## config.mk

```make
export PLATFORM = sky130hd
export DESIGN_NAME = stack_machine_alu_top_flat
export DESIGN_NICKNAME = d
export VERILOG_FILES = /design/src/sma_pkg.sv /design/src/sma_in_if.sv /design/src/sma_out_if.sv /design/src/sma_ram.sv /design/src/sma_div.sv /design/src/sma_dp.sv /design/src/sma_ctrl.sv /design/src/stack_machine_alu_top.sv /design/src/flat_wrapper.sv
export SDC_FILE = /design/constraint.sdc
export NUM_CORES = 2
export LEC_CHECK = 0
export BUFFER_PORTS_ARGS = -buffer_cell sky130_fd_sc_hd__clkbuf_2
export CORE_MARGIN = 5
export CORE_UTILIZATION = 40
export CTS_BUF_LIST = sky130_fd_sc_hd__clkbuf_8 sky130_fd_sc_hd__clkbuf_16
export CTS_CLUSTER_DIAMETER = 30
export CTS_CLUSTER_SIZE = 16
export DETAILED_ROUTE_END_ITERATION = 10
export SYNTH_ARGS = -nofsm -noshare
export SYNTH_HDL_FRONTEND = slang
export SYNTH_HIERARCHICAL = 1
export SYNTH_SLANG_ARGS = --single-unit
export TNS_END_PERCENT = 20
```

## constraint.sdc

```tcl
create_clock -name clk -period 10.15 [get_ports clk]
set_input_delay 1.5225 -clock clk [delete_from_list [all_inputs] [get_ports clk]]
set_output_delay 1.5225 -clock clk [all_outputs]
set_load 0.005 [all_outputs]
```

## src/sma_pkg.sv

```systemverilog
// Shared types, opcodes, status codes and controller/datapath bundles for the stack ALU.
package sma_pkg;

  localparam int WORD_W  = 32;
  localparam int OP_W    = 3;
  localparam int STAT_W  = 2;
  localparam int DEPTH_W = 7;

  typedef logic [WORD_W-1:0]  word_t;
  typedef logic [OP_W-1:0]    op_t;
  typedef logic [STAT_W-1:0]  status_t;
  typedef logic [DEPTH_W-1:0] depth_t;

  localparam op_t OP_PUSH = 3'd0;
  localparam op_t OP_SUB  = 3'd1;
  localparam op_t OP_DIV  = 3'd2;
  localparam op_t OP_MUL  = 3'd3;
  localparam op_t OP_MOD  = 3'd4;
  localparam op_t OP_SWAP = 3'd5;

  localparam status_t ST_OK    = 2'd0;
  localparam status_t ST_UNDER = 2'd1;
  localparam status_t ST_DIVZ  = 2'd2;
  localparam status_t ST_FULL  = 2'd3;

  // Commands from the controller to the datapath
  typedef struct packed {
    logic    load_in;
    logic    push;
    logic    cap_sec;
    logic    exec_alu;
    logic    div_start;
    logic    div_take;
    logic    wb;
    logic    swap_lo;
    logic    swap_hi;
    logic    load_out;
    status_t status;
  } cmd_t;

  // Status from the datapath to the controller
  typedef struct packed {
    op_t  op;
    logic full;
    logic lt2;
    logic top_zero;
    logic div_done;
  } sts_t;

endpackage

```

## src/sma_in_if.sv

```systemverilog
// Instruction channel: valid/ready handshake carrying opcode and push word.
interface sma_in_if;
  logic            valid;
  logic            ready;
  sma_pkg::op_t    op;
  sma_pkg::word_t  push_value;

  modport source (output valid, output op, output push_value, input ready);
  modport sink   (input valid, input op, input push_value, output ready);
endinterface

```

## src/sma_out_if.sv

```systemverilog
// Result channel: valid/ready handshake carrying status, top of stack and depth.
interface sma_out_if;
  logic              valid;
  logic              ready;
  sma_pkg::status_t  status;
  sma_pkg::word_t    top_value;
  sma_pkg::depth_t   stack_depth;

  modport source (output valid, output status, output top_value, output stack_depth,
                  input ready);
  modport sink   (input valid, input status, input top_value, input stack_depth,
                  output ready);
endinterface

```

## src/sma_ram.sv

```systemverilog
// Generic single-write, single-read RAM with registered read data.
module sma_ram #(
  parameter int WIDTH = 32,
  parameter int DEPTH = 64
) (
  input  logic                     clk,
  input  logic                     we,
  input  logic [$clog2(DEPTH)-1:0] waddr,
  input  logic [WIDTH-1:0]         wdata,
  input  logic [$clog2(DEPTH)-1:0] raddr,
  output logic [WIDTH-1:0]         rdata
);

  logic [WIDTH-1:0] mem [DEPTH];
  logic [WIDTH-1:0] rdata_r;

  // Write port and registered read port
  always_ff @(posedge clk) begin
    if (we) begin
      mem[waddr] <= wdata;
    end
    rdata_r <= mem[raddr];
  end

  assign rdata = rdata_r;

endmodule

```

## src/sma_div.sv

```systemverilog
// Radix-2 restoring signed divider: one quotient bit per cycle, truncating toward zero.
module sma_div (
  input  logic           clk,
  input  logic           rst_n,
  input  logic           start,
  input  sma_pkg::word_t a,
  input  sma_pkg::word_t b,
  output logic           done,
  output sma_pkg::word_t quo,
  output sma_pkg::word_t rem
);

  localparam int W  = sma_pkg::WORD_W;
  localparam int CNW = $clog2(W);

  logic           busy_r, busy_nxt;
  logic           done_r, done_nxt;
  logic [CNW-1:0] cnt_r, cnt_nxt;
  sma_pkg::word_t rem_r, rem_nxt;
  sma_pkg::word_t quo_r, quo_nxt;
  sma_pkg::word_t b_r, b_nxt;
  logic           neg_q_r, neg_q_nxt;
  logic           neg_r_r, neg_r_nxt;
  logic [W:0]     shifted;
  logic [W:0]     diff;

  // Trial subtract of the divisor from the shifted partial remainder
  assign shifted = {rem_r, quo_r[W-1]};
  assign diff    = shifted - {1'b0, b_r};

  always_comb begin
    busy_nxt  = busy_r;
    done_nxt  = 1'b0;
    cnt_nxt   = cnt_r;
    rem_nxt   = rem_r;
    quo_nxt   = quo_r;
    b_nxt     = b_r;
    neg_q_nxt = neg_q_r;
    neg_r_nxt = neg_r_r;
    if (start) begin
      busy_nxt  = 1'b1;
      cnt_nxt   = '0;
      rem_nxt   = '0;
      quo_nxt   = a[W-1] ? ('0 - a) : a;
      b_nxt     = b[W-1] ? ('0 - b) : b;
      neg_q_nxt = a[W-1] ^ b[W-1];
      neg_r_nxt = a[W-1];
    end else if (busy_r) begin
      if (diff[W]) begin
        rem_nxt = shifted[W-1:0];
        quo_nxt = {quo_r[W-2:0], 1'b0};
      end else begin
        rem_nxt = diff[W-1:0];
        quo_nxt = {quo_r[W-2:0], 1'b1};
      end
      cnt_nxt = cnt_r + 1'b1;
      if (cnt_r == CNW'(W - 1)) begin
        busy_nxt = 1'b0;
        done_nxt = 1'b1;
      end
    end
  end

  // Hold control state under reset, advance the iteration otherwise
  always_ff @(posedge clk) begin
    if (!rst_n) begin
      busy_r <= 1'b0;
      done_r <= 1'b0;
      cnt_r  <= '0;
    end else begin
      busy_r <= busy_nxt;
      done_r <= done_nxt;
      cnt_r  <= cnt_nxt;
    end
    rem_r   <= rem_nxt;
    quo_r   <= quo_nxt;
    b_r     <= b_nxt;
    neg_q_r <= neg_q_nxt;
    neg_r_r <= neg_r_nxt;
  end

  // Apply result signs
  assign done = done_r;
  assign quo  = neg_q_r ? ('0 - quo_r) : quo_r;
  assign rem  = neg_r_r ? ('0 - rem_r) : rem_r;

endmodule

```

## src/sma_dp.sv

```systemverilog
// Datapath: stack memory, cached top entry, entry counter, ALU, divider and result registers.
module sma_dp #(
  parameter int STACK_DEPTH = 64
) (
  input  logic              clk,
  input  logic              rst_n,
  input  sma_pkg::op_t      in_op,
  input  sma_pkg::word_t    in_push_value,
  input  sma_pkg::cmd_t     cmd,
  output sma_pkg::sts_t     sts,
  output sma_pkg::status_t  out_status,
  output sma_pkg::word_t    out_top_value,
  output sma_pkg::depth_t   out_stack_depth
);

  localparam int AW = $clog2(STACK_DEPTH);
  localparam int CW = $clog2(STACK_DEPTH + 1);
  localparam int DW = sma_pkg::DEPTH_W;

  sma_pkg::op_t     op_r;
  sma_pkg::word_t   val_r;
  sma_pkg::word_t   top_r, top_nxt;
  sma_pkg::word_t   sec_r;
  sma_pkg::word_t   res_r, res_nxt;
  logic [CW-1:0]    count_r, count_nxt;
  sma_pkg::status_t ostat_r;
  sma_pkg::word_t   otop_r;
  sma_pkg::depth_t  odepth_r;

  logic [CW-1:0]    cnt_m1, cnt_m2;
  logic             ram_we;
  logic [AW-1:0]    ram_waddr;
  sma_pkg::word_t   ram_wdata;
  sma_pkg::word_t   ram_rdata;
  sma_pkg::word_t   mul_lo;
  logic             div_done;
  sma_pkg::word_t   div_quo, div_rem;

  assign cnt_m1 = count_r - CW'(1);
  assign cnt_m2 = count_r - CW'(2);
  assign mul_lo = sec_r * top_r;

  // Stack store: second entry is always read at depth minus two
  sma_ram #(.WIDTH(sma_pkg::WORD_W), .DEPTH(STACK_DEPTH)) u_ram (
    .clk   (clk),
    .we    (ram_we),
    .waddr (ram_waddr),
    .wdata (ram_wdata),
    .raddr (cnt_m2[AW-1:0]),
    .rdata (ram_rdata)
  );

  sma_div u_div (
    .clk   (clk),
    .rst_n (rst_n),
    .start (cmd.div_start),
    .a     (sec_r),
    .b     (top_r),
    .done  (div_done),
    .quo   (div_quo),
    .rem   (div_rem)
  );

  // Select the memory write for push, write-back and the two swap halves
  always_comb begin
    ram_we    = 1'b0;
    ram_waddr = count_r[AW-1:0];
    ram_wdata = val_r;
    if (cmd.push) begin
      ram_we = 1'b1;
    end else if (cmd.wb) begin
      ram_we    = 1'b1;
      ram_waddr = cnt_m2[AW-1:0];
      ram_wdata = res_r;
    end else if (cmd.swap_lo) begin
      ram_we    = 1'b1;
      ram_waddr = cnt_m2[AW-1:0];
      ram_wdata = top_r;
    end else if (cmd.swap_hi) begin
      ram_we    = 1'b1;
      ram_waddr = cnt_m1[AW-1:0];
      ram_wdata = sec_r;
    end
  end

  // Next top, result and count
  always_comb begin
    top_nxt   = top_r;
    res_nxt   = res_r;
    count_nxt = count_r;
    if (cmd.exec_alu) begin
      res_nxt = (op_r == sma_pkg::OP_MUL) ? mul_lo : (sec_r - top_r);
    end
    if (cmd.div_take) begin
      res_nxt = (op_r == sma_pkg::OP_DIV) ? div_quo : div_rem;
    end
    if (cmd.push) begin
      top_nxt   = val_r;
      count_nxt = count_r + CW'(1);
    end
    if (cmd.wb) begin
      top_nxt   = res_r;
      count_nxt = cnt_m1;
    end
    if (cmd.swap_hi) begin
      top_nxt = sec_r;
    end
  end

  always_ff @(posedge clk) begin
    if (!rst_n) begin
      count_r <= '0;
    end else begin
      count_r <= count_nxt;
    end
    top_r <= top_nxt;
    res_r <= res_nxt;
    if (cmd.load_in) begin
      op_r  <= in_op;
      val_r <= in_push_value;
    end
    if (cmd.cap_sec) begin
      sec_r <= ram_rdata;
    end
    // Hold the finished transaction until the sink takes it
    if (cmd.load_out) begin
      ostat_r  <= cmd.status;
      otop_r   <= (count_r == '0) ? '0 : top_r;
      odepth_r <= DW'(count_r);
    end
  end

  assign sts.op       = op_r;
  assign sts.full     = (count_r == CW'(STACK_DEPTH));
  assign sts.lt2      = (count_r < CW'(2));
  assign sts.top_zero = (top_r == '0);
  assign sts.div_done = div_done;

  assign out_status      = ostat_r;
  assign out_top_value   = otop_r;
  assign out_stack_depth = odepth_r;

  a_count_bound: assert property (@(posedge clk) disable iff (!rst_n)
    count_r <= CW'(STACK_DEPTH))
    else $error("stack count above capacity");

  a_push_inc: assert property (@(posedge clk) disable iff (!rst_n)
    cmd.push |=> count_r == $past(count_r) + CW'(1))
    else $error("push did not grow the stack by one");

  a_wb_dec: assert property (@(posedge clk) disable iff (!rst_n)
    cmd.wb |=> (count_r == $past(count_r) - CW'(1)) && (top_r == $past(res_r)))
    else $error("binary op write-back did not pop one entry");

endmodule

```

## src/sma_ctrl.sv

```systemverilog
// Controller: sequences decode, operand read, execute, write-back and result handoff.
module sma_ctrl (
  input  logic          clk,
  input  logic          rst_n,
  input  logic          in_valid,
  output logic          in_ready,
  output logic          out_valid,
  input  logic          out_ready,
  input  sma_pkg::sts_t sts,
  output sma_pkg::cmd_t cmd
);

  localparam logic [2:0] S_IDLE = 3'd0;
  localparam logic [2:0] S_DEC  = 3'd1;
  localparam logic [2:0] S_RD   = 3'd2;
  localparam logic [2:0] S_EXEC = 3'd3;
  localparam logic [2:0] S_DIV  = 3'd4;
  localparam logic [2:0] S_WB   = 3'd5;
  localparam logic [2:0] S_SWAP = 3'd6;
  localparam logic [2:0] S_DONE = 3'd7;

  logic [2:0]       state_r, state_nxt;
  logic             out_valid_r, out_valid_nxt;
  sma_pkg::status_t status_r, status_nxt;
  logic             is_divmod;

  assign is_divmod = (sts.op == sma_pkg::OP_DIV) || (sts.op == sma_pkg::OP_MOD);

  // Next state and commands
  always_comb begin
    state_nxt  = state_r;
    status_nxt = status_r;
    cmd        = '0;
    cmd.status = status_r;
    in_ready   = 1'b0;
    case (state_r)
      S_IDLE: begin
        in_ready = 1'b1;
        if (in_valid) begin
          cmd.load_in = 1'b1;
          state_nxt   = S_DEC;
        end
      end
      S_DEC: begin
        status_nxt = sma_pkg::ST_OK;
        state_nxt  = S_DONE;
        case (sts.op)
          sma_pkg::OP_PUSH: begin
            if (sts.full) begin
              status_nxt = sma_pkg::ST_FULL;
            end else begin
              cmd.push = 1'b1;
            end
          end
          sma_pkg::OP_SUB, sma_pkg::OP_DIV, sma_pkg::OP_MUL,
          sma_pkg::OP_MOD, sma_pkg::OP_SWAP: begin
            if (sts.lt2) begin
              status_nxt = sma_pkg::ST_UNDER;
            end else if (is_divmod && sts.top_zero) begin
              status_nxt = sma_pkg::ST_DIVZ;
            end else begin
              state_nxt = S_RD;
            end
          end
          default: begin
            status_nxt = sma_pkg::ST_OK;
          end
        endcase
      end
      S_RD: begin
        cmd.cap_sec = 1'b1;
        state_nxt   = S_EXEC;
      end
      S_EXEC: begin
        case (sts.op)
          sma_pkg::OP_SUB, sma_pkg::OP_MUL: begin
            cmd.exec_alu = 1'b1;
            state_nxt    = S_WB;
          end
          sma_pkg::OP_DIV, sma_pkg::OP_MOD: begin
            cmd.div_start = 1'b1;
            state_nxt     = S_DIV;
          end
          sma_pkg::OP_SWAP: begin
            cmd.swap_lo = 1'b1;
            state_nxt   = S_SWAP;
          end
          default: begin
            state_nxt = S_DONE;
          end
        endcase
      end
      S_DIV: begin
        if (sts.div_done) begin
          cmd.div_take = 1'b1;
          state_nxt    = S_WB;
        end
      end
      S_WB: begin
        cmd.wb    = 1'b1;
        state_nxt = S_DONE;
      end
      S_SWAP: begin
        cmd.swap_hi = 1'b1;
        state_nxt   = S_DONE;
      end
      S_DONE: begin
        if (!out_valid_r || out_ready) begin
          cmd.load_out = 1'b1;
          state_nxt    = S_IDLE;
        end
      end
      default: begin
        state_nxt = S_IDLE;
      end
    endcase
  end

  // Raise valid on load, drop it once the sink takes the transaction
  assign out_valid_nxt = cmd.load_out ? 1'b1 : (out_ready ? 1'b0 : out_valid_r);

  always_ff @(posedge clk) begin
    if (!rst_n) begin
      state_r     <= S_IDLE;
      out_valid_r <= 1'b0;
      status_r    <= sma_pkg::ST_OK;
    end else begin
      state_r     <= state_nxt;
      out_valid_r <= out_valid_nxt;
      status_r    <= status_nxt;
    end
  end

  assign out_valid = out_valid_r;

  a_div_done_in_wait: assert property (@(posedge clk) disable iff (!rst_n)
    sts.div_done |-> state_r == S_DIV)
    else $error("divider finished outside the divide wait");

  a_no_overwrite: assert property (@(posedge clk) disable iff (!rst_n)
    cmd.load_out |-> (!out_valid_r || out_ready))
    else $error("pending result overwritten");

  a_valid_from_done: assert property (@(posedge clk) disable iff (!rst_n)
    $rose(out_valid_r) |-> $past(state_r) == S_DONE)
    else $error("result raised outside completion");

endmodule

```

## src/stack_machine_alu_top.sv

```systemverilog
// Top level of the stack machine ALU: controller, datapath and the two channels.
// One instruction is taken at a time. Push, unused opcodes and every rejected
// instruction (stack full, underflow, divide by zero) skip the operand read; div
// and mod wait on the radix-2 divider, which retires one quotient bit per cycle.
// Operand fetch of the second entry goes through the registered read port of the
// stack memory, while the top entry is held in a register. The result sits in an
// output register, so the next instruction is accepted while it waits to be taken.
// The stack memory needs no clearing pass: only entries below the depth are read.
module stack_machine_alu_top #(
  parameter int STACK_DEPTH = 64
) (
  input  logic       clk,
  input  logic       rst_n,
  sma_in_if.sink     in_ch,
  sma_out_if.source  out_ch
);

  sma_pkg::cmd_t cmd;
  sma_pkg::sts_t sts;

  sma_ctrl u_ctrl (
    .clk       (clk),
    .rst_n     (rst_n),
    .in_valid  (in_ch.valid),
    .in_ready  (in_ch.ready),
    .out_valid (out_ch.valid),
    .out_ready (out_ch.ready),
    .sts       (sts),
    .cmd       (cmd)
  );

  sma_dp #(.STACK_DEPTH(STACK_DEPTH)) u_dp (
    .clk             (clk),
    .rst_n           (rst_n),
    .in_op           (in_ch.op),
    .in_push_value   (in_ch.push_value),
    .cmd             (cmd),
    .sts             (sts),
    .out_status      (out_ch.status),
    .out_top_value   (out_ch.top_value),
    .out_stack_depth (out_ch.stack_depth)
  );

endmodule

```

## src/flat_wrapper.sv

```systemverilog
// flat-port wrapper written by rule: the top's interface ports become plain ports
module stack_machine_alu_top_flat 
#(
  parameter int STACK_DEPTH = 64
)
  (clk, rst_n, in_ch_valid, in_ch_op, in_ch_push_value, in_ch_ready, out_ch_valid, out_ch_status, out_ch_top_value, out_ch_stack_depth, out_ch_ready);
  sma_in_if in_ch_i ();
  sma_out_if out_ch_i ();
  input  logic clk;
  input  logic rst_n;
  input wire logic [$bits(in_ch_i.valid)-1:0] in_ch_valid;
  input wire logic [$bits(in_ch_i.op)-1:0] in_ch_op;
  input wire logic [$bits(in_ch_i.push_value)-1:0] in_ch_push_value;
  output wire logic [$bits(in_ch_i.ready)-1:0] in_ch_ready;
  output wire logic [$bits(out_ch_i.valid)-1:0] out_ch_valid;
  output wire logic [$bits(out_ch_i.status)-1:0] out_ch_status;
  output wire logic [$bits(out_ch_i.top_value)-1:0] out_ch_top_value;
  output wire logic [$bits(out_ch_i.stack_depth)-1:0] out_ch_stack_depth;
  input wire logic [$bits(out_ch_i.ready)-1:0] out_ch_ready;
  assign in_ch_i.valid = in_ch_valid;
  assign in_ch_i.op = in_ch_op;
  assign in_ch_i.push_value = in_ch_push_value;
  assign in_ch_ready = in_ch_i.ready;
  assign out_ch_valid = out_ch_i.valid;
  assign out_ch_status = out_ch_i.status;
  assign out_ch_top_value = out_ch_i.top_value;
  assign out_ch_stack_depth = out_ch_i.stack_depth;
  assign out_ch_i.ready = out_ch_ready;
  stack_machine_alu_top #(.STACK_DEPTH(STACK_DEPTH)) u_core (.clk(clk), .rst_n(rst_n), .in_ch(in_ch_i), .out_ch(out_ch_i));
endmodule
```

==> metrics list <==
* Seq cells post-synth: 2370
- Count of unique library cells instantiated by Yosys: 97
* Worst Hold End: u_core/u_dp/sec_r[23]
- Setup clock skew after layout: 65.0 ps
- Synthesized netlist cell count: 7170
- The congestion estimate from routability-driven global placement came to 0.913.
- The first TritonRoute pass finished after 9 iterations.
* Synth area leaders: edfxtp_1, mux4_2, fa_1, ha_1, and2_1
- In the routed layout, each cell is associated on average with a via count of 5.74.
- At the later pin of the worst-skew pair, clock insertion delay measures 930 ps.
- Clock tree synthesis selected as its root buffer the cell clkbuf_16.
* Setup repair after global routing missed its margin: false
* Area of the mapped netlist: 114000 µm²
- In the final design database the tool counted 8183 nets.
- GR Util All Layers: 0.219
* Die height: 543 µm
* Dominant cell type by area after synthesis: edfxtp_1
- Non-Filler Cell Area, Final: 135000 µm²
- In this run, synthesis inferred 2286 flip-flops with an integrated enable.
- Effective utilization at floorplan: 0.402
- Layout cells sized above 1: 0.220
* Largest buffer count on any clock path: 4
- Area occupied by registers: 70300 µm²
* Synth-to-Final Area Change: 18.9%
- Most frequent cell on the critical path: fa_1
- Entering global routing, the biggest net connects 96 pins.
- Number of fill cells in the layout: 23700
- Status: complete, no violations
- The routed layout has 66900 vias.
- The worst hold path was traced through 0 stages.
- Clock buffers created by TritonCTS: 445
* Critical path capture point type: flop
* Peak fanout along the critical path: 23
* Wire length of the first global-routing pass: 473000 µm
- Critical register-to-register path endpoint: u_core/u_dp/res_r[29]
- I/O pins: 82
* TritonCTS Sinks: 2370
* Yosys warnings: 6
* Flip-flop cell with the highest count after synthesis: edfxtp_1
- Detailed placement finished with a half-perimeter wire length of 198000 µm.
* Final setup viols: 0
* Slew margin rel.: 0.0963
* Sum of routed wire length over all layers: 327000 µm
- Synthesized area per cell: 15.8 µm²
* Floorplan row count: 195
- In this design, the stage delay of the slowest critical-path cell is 1160 ps.
- Among cell families on the critical path, the largest total delay comes from adder cells.
- Hold_buf cts: 0
- Clock-pin slew was measured on the worst setup and hold paths at 50 ps.
* Horizontal die dimension: 543 µm
- Crit path buf inv count: 4
* Sum of negative setup slack: 0 ps
* Actual transition at the worst max-transition pin: 1340 ps
- Once the clock tree was built, the setup fixing pass inserted 0 buffers.
- Timing would allow up to 0.127 GHz.
- Cell types with the highest counts after synthesis: edfxtp_1, mux4_2, nand2_1, inv_1, fa_1
- Post-detailed-route DRC marker count: 0
* Hold Crit Class: flop to flop
- STA classifies the critical path startpoint as a flop.
- End-of-flow core utilization: 0.478
- List of cells traversed by the critical path: and2_1 > fa_1 > inv_1 > fa_1 > fa_1 > fa_1 > inv_1 > fa_1 > inv_1 > fa_1 > inv_1 > fa_1 > fa_1 > ha_1 > and3_1 > and3_1 > and2_1 > nand3_1 > a21boi_1 > o21ai_0 > a21oi_1 > xnor2_1 > o221ai_1
- H-tree level count: 5
- The startpoint identified for the worst register-to-register timing path is u_core/u_dp/sec_r[15].
* Multi-input gate area: 40700 µm²
- The count of endpoints failing hold in the final timing report was 0.
* Sum of overflow across all layers after global routing: 0
- CP arrival: 8500 ps
- The max-slew violation count was 0.
* CTS tree: built
- The die covers 295000 µm².
- Sequential-to-total area share from yosys stat: 0.619
- DRC violation total after the first TritonRoute iteration: 7590
- Post-detailed-route count of antenna-violating nets: 0
- During placement, the flow inserted port buffers numbering 81.
- Shortest period the worst path allows: 7860 ps
- Share of flip-flops with an asynchronous set or reset: 0
* Cells resized by post-CTS repair: 0
- Wirelength per Cell: 28.1 µm
- The critical path runs through a total of 23 cells.
- The number of nets handed over by synthesis was 7833.
* Share of the clock period used by the worst path after layout: 0.775
- Max-cap violations: 0
- For flop-to-flop paths, the worst setup slack is 2290 ps.
* Area fraction of the dominant cell type after synthesis: 0.604
- The number of global-route vias before repair is 68200.
- Among all stages on the critical path, the largest delay is contributed by edfxtp_1.
- Logic depth of the worst register-to-register path: 23
- Antenna violations before repair: 21
- By startpoint and endpoint, the worst setup path is classified as flop to flop.
- Required time worst endpoint: 10790 ps
- Hold Startpoint: u_core/u_dp/u_ram/rdata[23]
* Cell area after placement: 120000 µm²
- The region available for standard cell placement spans 283000 µm².
- Most frequent cell after synthesis: edfxtp_1
-- area by class of cell --
cell class	instances	area share
sequential	2370	0.521
multi-input combinational	3935	0.301
clock buffer	464	0.0845
tap	3743	0.0347
clock inverter	376	0.0298
timing repair buffer	295	0.0156
inverter	473	0.0133
antenna	9	0.000167
-- placed cells by master, fill, tap and decap left out, types with 64 or more instances in the layout --
| master | synthesis | routed |
|---|---|---|
| dfxtp_1 | 84 | 82 |
| a21oi_1 | 274 | 274 |
| ha_1 | 214 | 214 |
| xor2_1 | 81 | 79 |
| o22ai_1 | 88 | 88 |
| inv_1 | 472 | 527 |
| edfxtp_1 | 2286 | 2286 |
| o21ai_0 | 156 | 124 |
| nor2_1 | 372 | 308 |
| clkbuf_2 | 1 | 81 |
| xnor2_1 | 187 | 186 |
| fa_1 | 410 | 410 |
| nand2b_1 | 66 | 65 |
| nand2_1 | 477 | 477 |
| mux4_2 | 544 | 544 |
| buf_4 | 31 | 206 |
| and2_1 | 301 | 299 |
| clkbuf_16 | 0 | 447 |
| mux2i_1 | 158 | 158 |
| clkinv_2 | 0 | 64 |
| nor2_4 | 0 | 64 |
-- per-stage QoR --
step	hold slack [ps]	instances	worst slack (ps)
2_1_floorplan	386	7170	3130
6_report	402	11700	2290
4_1_cts	402	11700	2350
3_5_place_dp	389	10800	2360
3_3_place_gp	391	10800	2370
5_1_grt	410	11700	1970
-- cell families after synthesis --
kind of cell | after synthesis | share of synthesized area
buffers and inverters | 865 | 0.0308
adder cells (fa/ha/maj) | 624 | 0.0958
multiplexers | 704 | 0.122
AO/OA/AOI/OAI | 867 | 0.0488
flip-flops | 2370 | 0.619
XOR/XNOR | 270 | 0.0210
AND/OR/NAND/NOR | 1470 | 0.0625
-- metal layers --
layer	global-route usage	share of wire	up-vias
met2	0.348	0.47	3303
met5	0	0.000064	-
li1	-	-	27800
met3	0.0461	0.095	611
met1	0.299	0.40	35200
met4	0.0805	0.037	4
-- state kept, by name (all words and copies together) (netlist names), 32 cells and up --
name                       cells
u_core/u_dp/u_div/quo_r       32
u_core/u_dp/top_r             32
u_core/u_dp/val_r             32
u_core/u_dp/sec_r             32
u_core/u_dp/u_div/b_r         32
u_core/u_dp/u_div/rem_r       32
u_core/u_dp/out_top_value     32
u_core/u_dp/u_ram/rdata       32
u_core/u_dp/res_r             32
u_core/u_dp/u_ram/mem       2048
-- worst max-delay path by stage --
stage,startpoint,to,slack [ps]
floorplan,u_core/u_dp/sec_r[12],u_core/u_dp/res_r[31],3130
global placement,u_core/u_dp/sec_r[15],u_core/u_dp/res_r[29],2370
detailed placement,u_core/u_dp/sec_r[15],u_core/u_dp/res_r[29],2360
CTS,u_core/u_dp/sec_r[15],u_core/u_dp/res_r[29],2350
global route,u_core/u_dp/sec_r[15],u_core/u_dp/res_r[29],1970
finish,u_core/u_dp/sec_r[15],u_core/u_dp/res_r[29],2290
Power is left out: the tool's default activity adds up to more than one toggle a clock period on the data nets, which glitch-free logic cannot reach.
